--- src/rtl/pac_pkg.sv ---
// Package for the process admission controller: field widths, status and
// register codes, controller states and the structs between the modules.
// No dependencies.
package pac_pkg;

    localparam int SLOTS_DEF       = 16;
    localparam int QUEUE_DEPTH_DEF = 16;

    localparam int ID_W     = 16;
    localparam int MEM_W    = 16;
    localparam int STATUS_W = 3;
    localparam int LIMIT_W  = 5;
    localparam int CFG_W    = 16;
    localparam int CFG_AW   = 1;

    localparam logic [MEM_W-1:0] MEM_MAX = '1;

    // Register indexes of the configuration port
    localparam logic [CFG_AW-1:0] REG_SLOT_LIMIT   = 1'd0;
    localparam logic [CFG_AW-1:0] REG_MEM_CAPACITY = 1'd1;

    // Request codes
    localparam logic ACT_CREATE = 1'b0;
    localparam logic ACT_KILL   = 1'b1;

    // Result status codes
    localparam logic [STATUS_W-1:0] ST_ADMITTED   = 3'd0;
    localparam logic [STATUS_W-1:0] ST_QUEUED     = 3'd1;
    localparam logic [STATUS_W-1:0] ST_KILLED     = 3'd2;
    localparam logic [STATUS_W-1:0] ST_NOT_FOUND  = 3'd3;
    localparam logic [STATUS_W-1:0] ST_REJECTED   = 3'd4;
    localparam logic [STATUS_W-1:0] ST_QUEUE_FULL = 3'd5;
    localparam logic [STATUS_W-1:0] ST_ADMIT_Q    = 3'd6;

    typedef enum logic [2:0] {
        S_IDLE,
        S_CREATE,
        S_SCAN,
        S_FREE,
        S_KILL_RES,
        S_EMIT2
    } t_state;

    // Job written into the first free slot or the queue tail
    typedef struct packed {
        logic             en;
        logic [ID_W-1:0]  id;
        logic [MEM_W-1:0] mem;
    } t_job_wr;

    // Registered slot read data
    typedef struct packed {
        logic             valid;
        logic [ID_W-1:0]  id;
        logic [MEM_W-1:0] mem;
    } t_slot_rd;

    // Queue status and head entry
    typedef struct packed {
        logic             empty;
        logic             full;
        logic [ID_W-1:0]  id;
        logic [MEM_W-1:0] mem;
    } t_q_stat;

endpackage

--- src/rtl/pac_slots.sv ---
// Slot table: id and memory arrays in a synchronous memory with one write
// and one registered read port, valid bits in flops, first-free search.
// Depends on pac_pkg.
module pac_slots #(
    parameter int SLOTS = pac_pkg::SLOTS_DEF
) (
    input  logic                   i_clk,
    input  logic                   i_rst_n,
    input  pac_pkg::t_job_wr       i_wr,
    input  logic                   i_clr_en,
    input  logic [$clog2(SLOTS)-1:0] i_clr_addr,
    input  logic [$clog2(SLOTS)-1:0] i_rd_addr,
    output pac_pkg::t_slot_rd      o_rd,
    output logic                   o_any_free
);
    localparam int AW = $clog2(SLOTS);

    logic [pac_pkg::ID_W-1:0]  r_id_mem  [SLOTS];
    logic [pac_pkg::MEM_W-1:0] r_mem_mem [SLOTS];
    logic [SLOTS-1:0]          r_valid;
    logic [AW-1:0]             free_idx;
    logic                      any_free;

    // Lowest free slot wins
    always_comb begin
        free_idx = '0;
        any_free = 1'b0;
        for (int k = SLOTS - 1; k >= 0; k--) begin
            if (!r_valid[k]) begin
                free_idx = AW'(k);
                any_free = 1'b1;
            end
        end
    end

    assign o_any_free = any_free;

    always_ff @(posedge i_clk) begin
        if (!i_rst_n) begin
            r_valid <= '0;
        end else begin
            if (i_clr_en) begin
                r_valid[i_clr_addr] <= 1'b0;
            end
            if (i_wr.en && any_free) begin
                r_valid[free_idx] <= 1'b1;
            end
        end
    end

    always_ff @(posedge i_clk) begin
        if (i_wr.en && any_free) begin
            r_id_mem[free_idx]  <= i_wr.id;
            r_mem_mem[free_idx] <= i_wr.mem;
        end
        o_rd.valid <= r_valid[i_rd_addr];
        o_rd.id    <= r_id_mem[i_rd_addr];
        o_rd.mem   <= r_mem_mem[i_rd_addr];
    end

endmodule

--- src/rtl/pac_queue.sv ---
// FIFO wait queue: id and memory arrays in a synchronous memory, head and
// tail pointers and a fill count; the head entry is read every cycle.
// Depends on pac_pkg.
module pac_queue #(
    parameter int QUEUE_DEPTH = pac_pkg::QUEUE_DEPTH_DEF
) (
    input  logic             i_clk,
    input  logic             i_rst_n,
    input  pac_pkg::t_job_wr i_push,
    input  logic             i_pop,
    output pac_pkg::t_q_stat o_stat
);
    localparam int QAW = $clog2(QUEUE_DEPTH);
    localparam int QCW = $clog2(QUEUE_DEPTH + 1);

    logic [pac_pkg::ID_W-1:0]  r_id_mem  [QUEUE_DEPTH];
    logic [pac_pkg::MEM_W-1:0] r_mem_mem [QUEUE_DEPTH];
    logic [QAW-1:0]            r_head;
    logic [QAW-1:0]            r_tail;
    logic [QCW-1:0]            r_count;
    logic [QAW-1:0]            n_head;
    logic [QAW-1:0]            n_tail;
    logic [QCW-1:0]            n_count;
    logic                      full;
    logic                      do_push;

    assign full    = (r_count == QCW'(QUEUE_DEPTH));
    assign do_push = i_push.en && !full;

    always_comb begin
        n_head  = r_head;
        n_tail  = r_tail;
        n_count = r_count;
        if (do_push) begin
            n_tail  = (r_tail == QAW'(QUEUE_DEPTH - 1)) ? '0 : r_tail + 1'b1;
            n_count = n_count + 1'b1;
        end
        if (i_pop && (r_count != '0)) begin
            n_head  = (r_head == QAW'(QUEUE_DEPTH - 1)) ? '0 : r_head + 1'b1;
            n_count = n_count - 1'b1;
        end
    end

    always_ff @(posedge i_clk) begin
        if (!i_rst_n) begin
            r_head  <= '0;
            r_tail  <= '0;
            r_count <= '0;
        end else begin
            r_head  <= n_head;
            r_tail  <= n_tail;
            r_count <= n_count;
        end
    end

    always_ff @(posedge i_clk) begin
        if (do_push) begin
            r_id_mem[r_tail]  <= i_push.id;
            r_mem_mem[r_tail] <= i_push.mem;
        end
        o_stat.id  <= r_id_mem[r_head];
        o_stat.mem <= r_mem_mem[r_head];
    end

    assign o_stat.empty = (r_count == '0);
    assign o_stat.full  = full;

endmodule

--- src/rtl/process_admission_controller_unit.sv ---
// Process admission controller, top level: request FSM, memory accounting,
// result register. Depends on pac_pkg, pac_slots and pac_queue.
//
// A create item is decided in the cycle after it is accepted, and its result
// loads into the result register at the end of that cycle. The decision waits
// while an older result is still stalled. The block returns to idle, ready
// for the next item, as the result loads. A kill item walks the slot table
// through its single read port, one slot per cycle, then adds the freed
// memory back to the free memory and loads its first result; when the queue
// head is admitted, a second result follows. The block returns to idle,
// ready for the next item, as the last result loads. The result register
// lets the block take the next item while a result still waits under stall.
// Kill results carry the matched total (saturated at 65535); o_last is low
// only on a kill whose second result, the admitted queue head, follows. A
// running sum of the memory held by live slots lets a capacity write
// recompute the free memory at once. There is no clearing pass: slot valid
// bits reset in flops, and the queue entries are read only below the fill count.
module process_admission_controller_unit #(
    parameter int SLOTS       = pac_pkg::SLOTS_DEF,
    parameter int QUEUE_DEPTH = pac_pkg::QUEUE_DEPTH_DEF
) (
    input  logic                          i_clk,
    input  logic                          i_rst_n,
    // request channel
    input  logic                          i_in_valid,
    output logic                          o_in_stall,
    input  logic                          i_action,
    input  logic [pac_pkg::ID_W-1:0]      i_job_id,
    input  logic [pac_pkg::MEM_W-1:0]     i_mem_need,
    // result channel
    output logic                          o_out_valid,
    input  logic                          i_out_stall,
    output logic [pac_pkg::STATUS_W-1:0]  o_status,
    output logic [pac_pkg::ID_W-1:0]      o_result_id,
    output logic [pac_pkg::MEM_W-1:0]     o_result_mem,
    output logic [pac_pkg::MEM_W-1:0]     o_free_memory,
    output logic                          o_last,
    // configuration
    input  logic                          i_cfg_we,
    input  logic [pac_pkg::CFG_AW-1:0]    i_cfg_index,
    input  logic [pac_pkg::CFG_W-1:0]     i_cfg_data
);
    localparam int AW     = $clog2(SLOTS);
    localparam int CNT_W  = $clog2(SLOTS + 1);
    localparam int USED_W = pac_pkg::MEM_W + $clog2(SLOTS);
    localparam int CMP_W  = (CNT_W > pac_pkg::LIMIT_W) ? CNT_W : pac_pkg::LIMIT_W;
    localparam int MW     = pac_pkg::MEM_W;
    localparam int SLOTS_RESET_LIMIT = 16;

    pac_pkg::t_state r_state, n_state;

    // configuration and accounting
    logic [pac_pkg::LIMIT_W-1:0] r_slot_limit, n_slot_limit;
    logic [MW-1:0]               r_capacity, n_capacity;
    logic [MW-1:0]               r_avail, n_avail;
    logic [USED_W-1:0]           r_used, n_used;
    logic [CNT_W-1:0]            r_running, n_running;

    // current item
    logic [pac_pkg::ID_W-1:0]    r_job_id, n_job_id;
    logic [MW-1:0]               r_mem_need, n_mem_need;

    // kill scan
    logic [CNT_W-1:0]            r_scan, n_scan;
    logic                        r_cmp_vld, n_cmp_vld;
    logic [AW-1:0]               r_cmp_idx, n_cmp_idx;
    logic [MW-1:0]               r_freed, n_freed;
    logic                        r_found, n_found;

    // result register
    logic                        r_out_valid, n_out_valid;
    logic [pac_pkg::STATUS_W-1:0] r_status, n_status;
    logic [pac_pkg::ID_W-1:0]    r_res_id, n_res_id;
    logic [MW-1:0]               r_res_mem, n_res_mem;
    logic [MW-1:0]               r_res_free, n_res_free;
    logic                        r_last, n_last;

    // submodule links
    pac_pkg::t_job_wr  slot_wr;
    pac_pkg::t_slot_rd slot_rd;
    logic              slot_clr_en;
    logic [AW-1:0]     slot_rd_addr;
    logic              any_free;
    pac_pkg::t_job_wr  q_push;
    logic              q_pop;
    pac_pkg::t_q_stat  q_stat;

    // decisions
    logic              in_acc;
    logic              out_free;
    logic              scan_end;
    logic              can_run;
    logic              head_admit;
    logic              hit;
    logic [MW:0]       freed_sum;
    logic [MW:0]       avail_sum;
    logic [USED_W:0]   cap_ext;

    assign in_acc   = i_in_valid && (r_state == pac_pkg::S_IDLE);
    assign out_free = !r_out_valid || !i_out_stall;
    assign scan_end = (r_scan == CNT_W'(SLOTS));
    // the limit register can exceed SLOTS; any_free caps the running count at SLOTS
    assign can_run  = any_free && (CMP_W'(r_running) < CMP_W'(r_slot_limit));
    assign head_admit = !q_stat.empty && can_run && (q_stat.mem <= r_avail);
    assign hit      = r_cmp_vld && slot_rd.valid && (slot_rd.id == r_job_id);
    assign freed_sum = {1'b0, r_freed} + {1'b0, slot_rd.mem};
    assign avail_sum = {1'b0, r_avail} + {1'b0, r_freed};
    assign cap_ext   = (USED_W + 1)'(r_capacity);
    assign slot_rd_addr = scan_end ? '0 : r_scan[AW-1:0];

    pac_slots #(
        .SLOTS(SLOTS)
    ) u_slots (
        .i_clk      (i_clk),
        .i_rst_n    (i_rst_n),
        .i_wr       (slot_wr),
        .i_clr_en   (slot_clr_en),
        .i_clr_addr (r_cmp_idx),
        .i_rd_addr  (slot_rd_addr),
        .o_rd       (slot_rd),
        .o_any_free (any_free)
    );

    pac_queue #(
        .QUEUE_DEPTH(QUEUE_DEPTH)
    ) u_queue (
        .i_clk   (i_clk),
        .i_rst_n (i_rst_n),
        .i_push  (q_push),
        .i_pop   (q_pop),
        .o_stat  (q_stat)
    );

    // next state
    always_comb begin
        n_state = r_state;
        case (r_state)
            pac_pkg::S_IDLE: begin
                if (i_in_valid) begin
                    n_state = (i_action == pac_pkg::ACT_KILL) ? pac_pkg::S_SCAN
                                                              : pac_pkg::S_CREATE;
                end
            end
            pac_pkg::S_CREATE: begin
                if (out_free) begin
                    n_state = pac_pkg::S_IDLE;
                end
            end
            pac_pkg::S_SCAN: begin
                if (scan_end) begin
                    n_state = pac_pkg::S_FREE;
                end
            end
            pac_pkg::S_FREE: begin
                n_state = pac_pkg::S_KILL_RES;
            end
            pac_pkg::S_KILL_RES: begin
                if (out_free) begin
                    n_state = head_admit ? pac_pkg::S_EMIT2 : pac_pkg::S_IDLE;
                end
            end
            pac_pkg::S_EMIT2: begin
                if (out_free) begin
                    n_state = pac_pkg::S_IDLE;
                end
            end
            default: n_state = pac_pkg::S_IDLE;
        endcase
    end

    // datapath and outputs
    always_comb begin
        n_slot_limit = r_slot_limit;
        n_capacity   = r_capacity;
        n_avail      = r_avail;
        n_used       = r_used;
        n_running    = r_running;
        n_job_id     = r_job_id;
        n_mem_need   = r_mem_need;
        n_scan       = r_scan;
        n_cmp_vld    = 1'b0;
        n_cmp_idx    = r_cmp_idx;
        n_freed      = r_freed;
        n_found      = r_found;
        n_out_valid  = r_out_valid && i_out_stall;
        n_status     = r_status;
        n_res_id     = r_res_id;
        n_res_mem    = r_res_mem;
        n_res_free   = r_res_free;
        n_last       = r_last;
        slot_wr      = '0;
        slot_clr_en  = 1'b0;
        q_push       = '0;
        q_pop        = 1'b0;

        // configuration should be written only while idle; the block itself does not enforce this
        if (i_cfg_we) begin
            case (i_cfg_index)
                pac_pkg::REG_SLOT_LIMIT: begin
                    n_slot_limit = i_cfg_data[pac_pkg::LIMIT_W-1:0];
                end
                pac_pkg::REG_MEM_CAPACITY: begin
                    n_capacity = i_cfg_data[MW-1:0];
                    // floor at zero when live jobs already exceed the budget
                    if (r_used >= USED_W'(i_cfg_data[MW-1:0])) begin
                        n_avail = '0;
                    end else begin
                        n_avail = i_cfg_data[MW-1:0] - r_used[MW-1:0];
                    end
                end
                default: ;
            endcase
        end

        case (r_state)
            pac_pkg::S_IDLE: begin
                if (in_acc) begin
                    n_job_id   = i_job_id;
                    n_mem_need = i_mem_need;
                    n_scan     = '0;
                    n_freed    = '0;
                    n_found    = 1'b0;
                end
            end
            pac_pkg::S_CREATE: begin
                if (out_free) begin
                    n_out_valid = 1'b1;
                    n_res_id    = r_job_id;
                    n_res_mem   = '0;
                    n_res_free  = r_avail;
                    n_last      = 1'b1;
                    if (cap_ext < (USED_W + 1)'(r_mem_need)) begin
                        n_status = pac_pkg::ST_REJECTED;
                    end else if (can_run && (r_mem_need <= r_avail)) begin
                        n_status    = pac_pkg::ST_ADMITTED;
                        n_res_mem   = r_mem_need;
                        n_res_free  = r_avail - r_mem_need;
                        n_avail     = r_avail - r_mem_need;
                        n_used      = r_used + USED_W'(r_mem_need);
                        n_running   = r_running + 1'b1;
                        slot_wr     = '{en: 1'b1, id: r_job_id, mem: r_mem_need};
                    end else if (!q_stat.full) begin
                        n_status = pac_pkg::ST_QUEUED;
                        q_push   = '{en: 1'b1, id: r_job_id, mem: r_mem_need};
                    end else begin
                        n_status = pac_pkg::ST_QUEUE_FULL;
                    end
                end
            end
            pac_pkg::S_SCAN: begin
                // issue the read of one slot, compare the one read last cycle
                if (!scan_end) begin
                    n_scan    = r_scan + 1'b1;
                    n_cmp_vld = 1'b1;
                    n_cmp_idx = r_scan[AW-1:0];
                end
                if (hit) begin
                    slot_clr_en = 1'b1;
                    n_found     = 1'b1;
                    n_running   = r_running - 1'b1;
                    n_used      = r_used - USED_W'(slot_rd.mem);
                    n_freed     = freed_sum[MW] ? pac_pkg::MEM_MAX : freed_sum[MW-1:0];
                end
            end
            pac_pkg::S_FREE: begin
                n_avail = avail_sum[MW] ? pac_pkg::MEM_MAX : avail_sum[MW-1:0];
            end
            pac_pkg::S_KILL_RES: begin
                if (out_free) begin
                    n_out_valid = 1'b1;
                    n_status    = r_found ? pac_pkg::ST_KILLED : pac_pkg::ST_NOT_FOUND;
                    n_res_id    = r_job_id;
                    n_res_mem   = r_freed;
                    n_res_free  = r_avail;
                    n_last      = !head_admit;
                    if (head_admit) begin
                        q_pop      = 1'b1;
                        slot_wr    = '{en: 1'b1, id: q_stat.id, mem: q_stat.mem};
                        n_avail    = r_avail - q_stat.mem;
                        n_used     = r_used + USED_W'(q_stat.mem);
                        n_running  = r_running + 1'b1;
                        n_job_id   = q_stat.id;
                        n_mem_need = q_stat.mem;
                    end
                end
            end
            pac_pkg::S_EMIT2: begin
                if (out_free) begin
                    n_out_valid = 1'b1;
                    n_status    = pac_pkg::ST_ADMIT_Q;
                    n_res_id    = r_job_id;
                    n_res_mem   = r_mem_need;
                    n_res_free  = r_avail;
                    n_last      = 1'b1;
                end
            end
            default: ;
        endcase
    end

    // control state
    always_ff @(posedge i_clk) begin
        if (!i_rst_n) begin
            r_state      <= pac_pkg::S_IDLE;
            r_slot_limit <= pac_pkg::LIMIT_W'(SLOTS_RESET_LIMIT);
            r_capacity   <= pac_pkg::MEM_MAX;
            r_avail      <= pac_pkg::MEM_MAX;
            r_used       <= '0;
            r_running    <= '0;
            r_scan       <= '0;
            r_cmp_vld    <= 1'b0;
            r_found      <= 1'b0;
            r_freed      <= '0;
            r_out_valid  <= 1'b0;
        end else begin
            r_state      <= n_state;
            r_slot_limit <= n_slot_limit;
            r_capacity   <= n_capacity;
            r_avail      <= n_avail;
            r_used       <= n_used;
            r_running    <= n_running;
            r_scan       <= n_scan;
            r_cmp_vld    <= n_cmp_vld;
            r_found      <= n_found;
            r_freed      <= n_freed;
            r_out_valid  <= n_out_valid;
        end
    end

    // payload, no reset
    always_ff @(posedge i_clk) begin
        r_job_id   <= n_job_id;
        r_mem_need <= n_mem_need;
        r_cmp_idx  <= n_cmp_idx;
        r_status   <= n_status;
        r_res_id   <= n_res_id;
        r_res_mem  <= n_res_mem;
        r_res_free <= n_res_free;
        r_last     <= n_last;
    end

    assign o_in_stall    = (r_state != pac_pkg::S_IDLE);
    assign o_out_valid   = r_out_valid;
    assign o_status      = r_status;
    assign o_result_id   = r_res_id;
    assign o_result_mem  = r_res_mem;
    assign o_free_memory = r_res_free;
    assign o_last        = r_last;

endmodule

--- config.mk ---
export PLATFORM = sky130hd
export DESIGN_NAME = process_admission_controller_unit
export DESIGN_NICKNAME = d
export VERILOG_FILES = /design/src/rtl/pac_pkg.sv /design/src/rtl/pac_slots.sv /design/src/rtl/pac_queue.sv /design/src/rtl/process_admission_controller_unit.sv
export SDC_FILE = /design/constraint.sdc
export NUM_CORES = 2
export LEC_CHECK = 0
export BUFFER_PORTS_ARGS = -buffer_cell sky130_fd_sc_hd__buf_4
export CAP_MARGIN = 5
export CORE_MARGIN = 4
export CORE_UTILIZATION = 63
export DETAILED_ROUTE_END_ITERATION = 16
export HOLD_SLACK_MARGIN = 0.03
export PLACE_DENSITY = 0.87
export SLEW_MARGIN = 25
export SYNTH_ARGS = -nofsm -noshare
export SYNTH_HDL_FRONTEND = slang
export SYNTH_SLANG_ARGS = --single-unit
--- constraint.sdc ---
create_clock -name i_clk -period 6.1 [get_ports i_clk]
set_input_delay 1.22 -clock i_clk [delete_from_list [all_inputs] [get_ports i_clk]]
set_output_delay 1.22 -clock i_clk [all_outputs]
set_load 0.01 [all_outputs]
# ---- Yosys cells after proc, flatten, opt, wreduce, memory -nomap -nowiden
# Memories as Yosys holds them, arrays and structs flattened. A register that Yosys moved wholly into a read port is not among the register bits.
# Cells that the tools add are included.
dict set report classes {
  eq_ne 23
  muxes 140
  mul 0
  n_shift 0
  div_mod_pow 0
  order_cmp 10
  addsub 15
  bitwise 5
  reduce_logical 45
}
# cell count
set ops {}
lappend ops {{2-to-1 mux 16 bit} 30}
lappend ops {{2-to-1 mux 33 bit} 10}
lappend ops {{case mux 16 bit (2 select lines)} 4}
lappend ops {{2-to-1 mux 20 bit} 6}
lappend ops {{case mux 16 bit (3 select lines)} 2}
lappend ops {{2-to-1 mux 4 bit} 19}
lappend ops {{case mux 33 bit (2 select lines)} 1}
lappend ops {{case mux 20 bit (3 select lines)} 1}
lappend ops {{2-to-1 mux 5 bit} 10}
lappend ops {{subtractor 16 bit} 3}
lappend ops {{adder 20 x 16 -> 20 bit} 2}
lappend ops {{2-to-1 mux 1 bit} 36}
lappend ops {{adder 16 x 16 -> 17 bit} 2}
lappend ops {{2-to-1 mux 3 bit} 11}
lappend ops {{less-or-equal comparator 16 bit} 2}
lappend ops {{!= test 2 bit, second input constant} 11}
lappend ops {{greater-or-equal comparator 20 x 16 -> 1 bit} 1}
lappend ops {{subtractor 20 x 16 -> 20 bit} 1}
lappend ops {{bitwise AND 16 bit} 1}
lappend ops {{== test 16 bit} 1}
lappend ops {{< comparator 16 bit} 1}
lappend ops {{inverter 16 bit} 1}
lappend ops {{bitwise OR 16 bit} 1}
lappend ops {{adder 5 x 1 -> 5 bit, second input constant} 3}
lappend ops {{other kinds (34)} 78}
dict set report word_totals {
  output_inout_bits 54
  mem_bits_ro 0
  ff_bits 207
  ram_bits 1024
  wordCells 266
  input_bits 55
  latch_bits 0
  memories 4
}
# memory words width read_ports rd_ports_with_merged_regs wr line
set mem_list {}
lappend mem_list {u_queue.r_id_mem 16 16 1 1 1 pac_queue.sv:16} ;# logic [pac_pkg::ID_W-1:0] r_id_mem [QUEUE_DEPTH];
lappend mem_list {u_queue.r_mem_mem 16 16 1 1 1 pac_queue.sv:17} ;# logic [pac_pkg::MEM_W-1:0] r_mem_mem [QUEUE_DEPTH];
lappend mem_list {u_slots.r_id_mem 16 16 1 1 1 pac_slots.sv:18} ;# logic [pac_pkg::ID_W-1:0] r_id_mem [SLOTS];
lappend mem_list {u_slots.r_mem_mem 16 16 1 1 1 pac_slots.sv:19} ;# logic [pac_pkg::MEM_W-1:0] r_mem_mem [SLOTS];

# ---- Logic depth before layout (Yosys ltp)
dict set report logic_depth {
  word_depth 26
  depth_mapped 20
  depth_no_buf 17
}

# ---- By module
# A second synthesis with hierarchy kept.
dict set report hier_totals {
  hier_cells 3443
  hier_area_um2 55812.3
}
# mod area_each_um2 seq_area_each_um2 instances cells_per_inst
set modules_own_cells {}
lappend modules_own_cells {pac_queue 21077.7 16275.6 1 965}
lappend modules_own_cells {pac_slots 21005.1 16355.7 1 892}
lappend modules_own_cells {process_admission_controller_unit 13729.4 4424.2 1 1586}

# ---- Least setup slack after synthesis
# Ideal clock, no wire load.
dict set report synth_path {
  path_type {reg2reg}
  startpoint {register r_mem_need[0]}
  endpoint {memory u_queue.r_id_mem[0][0] (netlist bit), enable pin}
  required_ns 5.639
  path_slack_ns 0.768
  arrival_ns 4.871
  setup_ns 0.461
  path_buffers 2
  path_stages_with_launch 14
  period_less_slack_ns 5.332
  path_cell_list {edfxtp_1 > ha_1 > inv_1 > fa_1 > nand3_1 > a21oi_1 > o31ai_1 > a21oi_1 > o221ai_2 > nor4bb_1 > buf_2 > buf_2 > nand2_1 > nor3_1}
}
dict set report synth_between {
  elab_chain_len 9
  elab_cells_between_ends 10
  cone_classes {order compare (2); mux (6); reduce/logical (2)}
}
# element line
set synth_rtl {}
lappend synth_rtl {{start, declared} process_admission_controller_unit.sv:61} ;# logic [MW-1:0] r_mem_need, n_mem_need;
lappend synth_rtl {{start signal, assigned} process_admission_controller_unit.sv:333} ;# r_mem_need <= n_mem_need;
lappend synth_rtl {{less-or-equal comparator 16 bit} process_admission_controller_unit.sv:234} ;# end else if (can_run && (r_mem_need <= r_avail)) begin
lappend synth_rtl {{logical AND 1 bit} process_admission_controller_unit.sv:234}
lappend synth_rtl {{2-to-1 mux 33 bit} process_admission_controller_unit.sv:234}
lappend synth_rtl {{2-to-1 mux 33 bit *} process_admission_controller_unit.sv:232} ;# if (cap_ext < (USED_W + 1)'(r_mem_need)) begin
lappend synth_rtl {{2-to-1 mux 33 bit *} process_admission_controller_unit.sv:226} ;# if (out_free) begin
lappend synth_rtl {{2-to-1 mux 33 bit *} process_admission_controller_unit.sv:215} ;# case (r_state)
lappend synth_rtl {{logical AND 1 bit *} pac_queue.sv:28} ;# assign do_push = i_push.en && !full;
lappend synth_rtl {{2-to-1 mux 1 bit *} pac_queue.sv:57} ;# if (do_push) begin
lappend synth_rtl {{2-to-1 mux 1 bit (not written as such) *} pac_queue.sv:58} ;# r_id_mem[r_tail] <= i_push.id;
lappend synth_rtl {{end, declared} pac_queue.sv:16}
# Mark *: on every way between the ends. The rest lies on a longest branch, timed or not.

# ---- Worst setup path in the final report
dict set report layout_path {
  startpoint {register r_avail[11]}
  endpoint {memory u_slots.r_id_mem[12][11] (netlist bit), enable pin}
}
dict set report layout_between {
  elab_chain_len 9
  elab_cells_between_ends 13
  cone_classes {order compare (2); mux (8); reduce/logical (3)}
}
# element line
set layout_rtl {}
lappend layout_rtl {{start, declared} process_admission_controller_unit.sv:55} ;# logic [MW-1:0] r_avail, n_avail;
lappend layout_rtl {{start signal, assigned} process_admission_controller_unit.sv:307} ;# r_avail <= pac_pkg::MEM_MAX;
lappend layout_rtl {{start signal, assigned} process_admission_controller_unit.sv:319} ;# r_avail <= n_avail;
lappend layout_rtl {{less-or-equal comparator 16 bit} process_admission_controller_unit.sv:234}
lappend layout_rtl {{logical AND 1 bit} process_admission_controller_unit.sv:234}
lappend layout_rtl {{2-to-1 mux 33 bit} process_admission_controller_unit.sv:234}
lappend layout_rtl {{2-to-1 mux 33 bit} process_admission_controller_unit.sv:232}
lappend layout_rtl {{2-to-1 mux 33 bit} process_admission_controller_unit.sv:226}
lappend layout_rtl {{case mux 33 bit (2 select lines) *} process_admission_controller_unit.sv:215}
lappend layout_rtl {{logical AND 1 bit *} pac_slots.sv:52} ;# if (i_wr.en && any_free) begin
lappend layout_rtl {{2-to-1 mux 1 bit *} pac_slots.sv:52}
lappend layout_rtl {{2-to-1 mux 1 bit (not written as such) *} pac_slots.sv:53} ;# r_id_mem[free_idx] <= i_wr.id;
lappend layout_rtl {{end, declared} pac_slots.sv:18}
# Marked as above.

==> results.py <==
metrics = {
    "status": {
        "status": "finished, final reports clean",
    },
    "clock_network": {
        "cts_tree": "yes",
        "clk_latency_ns": 0.77,
        "cts-root-buf": "clkbuf_16",
        "path_clk_slew_ns": 0.06,
        "cts_buffers": 130,
        "clockBufferDepth": 3,
        "cts_setup_buffers": 0,
        "htreeDepth": 4,
        "ctsResizeCount": 0,
        "cts_sinks": 1295,
        "hold_buffers": 0,
    },
    "worst_setup_path": {
        "cp_data_arrival_time_ns": 5.51,
        "worstPathCellList": "ha_1 > nand4_1 > nor2_1 > o31ai_1 > a21oi_1 > o221ai_2 > o31ai_1 > buf_4 > and2_1 > nand2_1 > clkinv_1 > buf_4",
        "cp-start-kind": "register",
        "crit_path_top_delay_cell": "o31ai_1",
        "slowest_delay_ns": 1.05,
        "path_class": "register to register",
        "critPathRequiredTime_ns": 6.53,
        "end_kind": "register",
        "crit_path_max_fanout": 19,
        "r2r_cells": 12,
    },
    "power": {
        "total_power_w": 0.01986,
        "clkPwrFrac_pct": 40.2,
        "p_sw_share_pct": 25.41,
        "p_sw_w": 0.005045,
        "combPwrFrac_pct": 9.7,
        "power.internal_w": 0.01481,
        "vdd_drop_max_uv": 690.7,
        "power_density_nw_per_um2": 314.3,
        "power_leakage_nw": 21.85,
        "seq_power_share_pct": 50.1,
    },
    "hold_path": {
        "whs_path_depth": 2,
        "hp-class": "register to register",
    },
    "synthesis": {
        "ys_seq_area_share_pct": 65.69,
        "synth-edff-count": 1112,
        "synthArstFlopShare_pct": 0,
        "avgSynthCellArea_um2": 13.48,
        "yosys-top-cells-area": "edfxtp_1, dfxtp_1, mux4_2",
        "synthMostInstantiatedCell": "edfxtp_1",
        "netlist_area_um2": 56410,
        "synth_top_area_share_pct": 59.20,
        "synth_cell_types": 76,
        "syn_nets": 4395,
        "ys.flop_type": "edfxtp_1",
        "synth_top_cell_by_area": "edfxtp_1",
        "ys_warn_count": 0,
        "ys_ff_latch": 1295,
        "syn_inst": 4186,
        "synthTopCellsByCount": "edfxtp_1, nand2_1, nor2_1",
    },
    "timing": {
        "grt_setup_unrepaired": "false",
        "final.setup_skew_ns": 0.04167,
        "fin_crit_sh_pct": 83.25,
        "fmax_mhz": 196.9,
        "layout_setup_ws_ns": 1.022,
        "setup_violations": 0,
        "tightestPinTransition_ns": 1.168,
        "period_needed_ns": 5.078,
        "drv_slew": 0,
        "fin_setup_tns_ns": 0,
        "hold_viol_final": 0,
        "slew_headroom_pct": 21.46,
    },
    "floorplan": {
        "core_um2": 88650,
        "die-height_um": 307.2,
        "initial_core_util_pct": 63.63,
        "die_area_um2": 94390,
        "core.rowCount": 109,
        "ios": 109,
        "fp.dieW_um": 307.2,
    },
    "place": {
        "place_congestion": 1.040,
        "dpl.hpwl_um": 104400,
        "place_area_um2": 58730,
        "io_buffers": 108,
        "dp_slack_ns": 1.283,
    },
    "layout": {
        "postLayoutCoreUtil_pct": 71.28,
        "area_delta_synth_final_pct": 12.02,
        "nFillCells": 5380,
        "num-nets-final": 4479,
        "drive_above_1_share_pct": 14.21,
        "diodes": 0,
        "stdcell_area_um2": 63190,
    },
    "grt": {
        "grt_max_degree": 133,
        "grt_util_all_layers_pct": 34.56,
        "grt_pass1_vias": 36600,
        "grt_overflow": 0,
        "antenna_found_initial": 8,
        "grt_pass1_wl_um": 240900,
    },
    "drt": {
        "vias": 38360,
        "vias_per_cell": 6.921,
        "wl_per_cell_um": 30.55,
        "first_pass_iters": 6,
        "dr.first_iter.drc_count": 6196,
        "routed_wl_um": 169300,
        "route.detailed.drc": 0,
        "postRouteAntennaNets": 0,
    },
    "job": {
        "maxCapViolCount": 0,
    },
}
## final timing paths
kind	start	end	slack (ns)
setup / recovery	r_avail[11]	u_slots.r_id_mem[12][11]	1.02
hold / removal	r_slot_limit[3]	r_slot_limit[3]	0.49
setup reg to reg	r_avail[11]	u_slots.r_id_mem[12][11]	1.02
hold reg to reg	r_slot_limit[3]	r_slot_limit[3]	0.49
## power groups by stage
stage / Sequential (W) / Clock, W / Combinational (W)
2_1_floorplan: 0.0101 / 0 / 0.00112
3_3_place_gp: 0.0101 / 0 / 0.00179
3_5_place_dp: 0.0101 / 0 / 0.00182
4_1_cts: 0.00994 / 0.00794 / 0.00184
5_1_grt: 0.00995 / 0.00840 / 0.00201
6_report: 0.00995 / 0.00799 / 0.00192
## sequential cells by signal, summed over array words and instances, names as in the netlist, 4 cells and up
signal and flops:
o_result_mem 16, u_queue.r_mem_mem 256, r_mem_need 16, u_queue.r_id_mem 256, o_result_id 16, r_avail 16
o_free_memory 16, u_queue.r_count 5, u_slots.r_mem_mem 256, u_slots.o_rd 33, r_capacity 16, u_queue.r_head 4
r_slot_limit 5, r_running 5, r_freed 16, r_job_id 16, u_slots.r_valid 16, u_queue.o_stat 32
u_queue.r_tail 4, r_scan 5, r_cmp_idx 4, r_used 20, u_slots.r_id_mem 256
## cell families after synthesis
| kind of cell | synth area share [%] |
|---|---|
| XOR/XNOR | 1.879 |
| buffers and inverters | 2.404 |
| adder cells (fa/ha/maj) | 3.509 |
| flip-flops | 65.69 |
| AO/OA/AOI/OAI | 8.988 |
| multiplexers | 7.870 |
| AND/OR/NAND/NOR | 9.660 |
## cells in the final DEF (no fill, tap or decap), drive strengths merged, types with 126 or more instances in the layout
cell type / instances
a21oi: 226
buf: 186
clkbuf: 185
dfxtp: 183
edfxtp: 1112
ha: 147
inv: 126
mux4: 160
nand2: 541
nand3: 178
nor2: 326
o21ai: 137
## stage by stage
stage	instances	hold slack (ns)
3_5_place_dp	5293	0.4790
2_1_floorplan	4186	0.4064
3_3_place_gp	5287	0.4663
6_report	5543	0.4905
4_1_cts	5533	0.4901
5_1_grt	5543	0.5092
## worst max-delay path: cells and delay by family, from the launching register on
kind	cells	cell delay (ns)
adder cells (fa/ha/maj)	1	0.30
AND/OR/NAND/NOR	4	0.71
buffers and inverters	3	1.21
AO/OA/AOI/OAI	4	1.87
flip-flops	1	0.64
## metal layers
metal / routed length (um) / track usage (%) / vias to the layer above
met5: 82 / 0 / -
met2: 79980 / 54.14 / 2947
met3: 21190 / 8.823 / 447
li1: - / - / 16000
met1: 60560 / 47.81 / 18960
met4: 7518 / 12.44 / 12
## area by class of cell
class | instances | area [um^2] | share of cell area [%]
Tap cell | 1165 | 1458 | 2.307
Clock buffer | 185 | 3601 | 5.699
Timing Repair Buffer | 186 | 1755 | 2.778
Clock inverter | 55 | 581.8 | 0.9208
Multi-Input combinational cell | 2533 | 18250 | 28.88
Inverter | 124 | 465.4 | 0.7366
Sequential cell | 1295 | 37080 | 58.68
(Power assumes the default switching activity.)
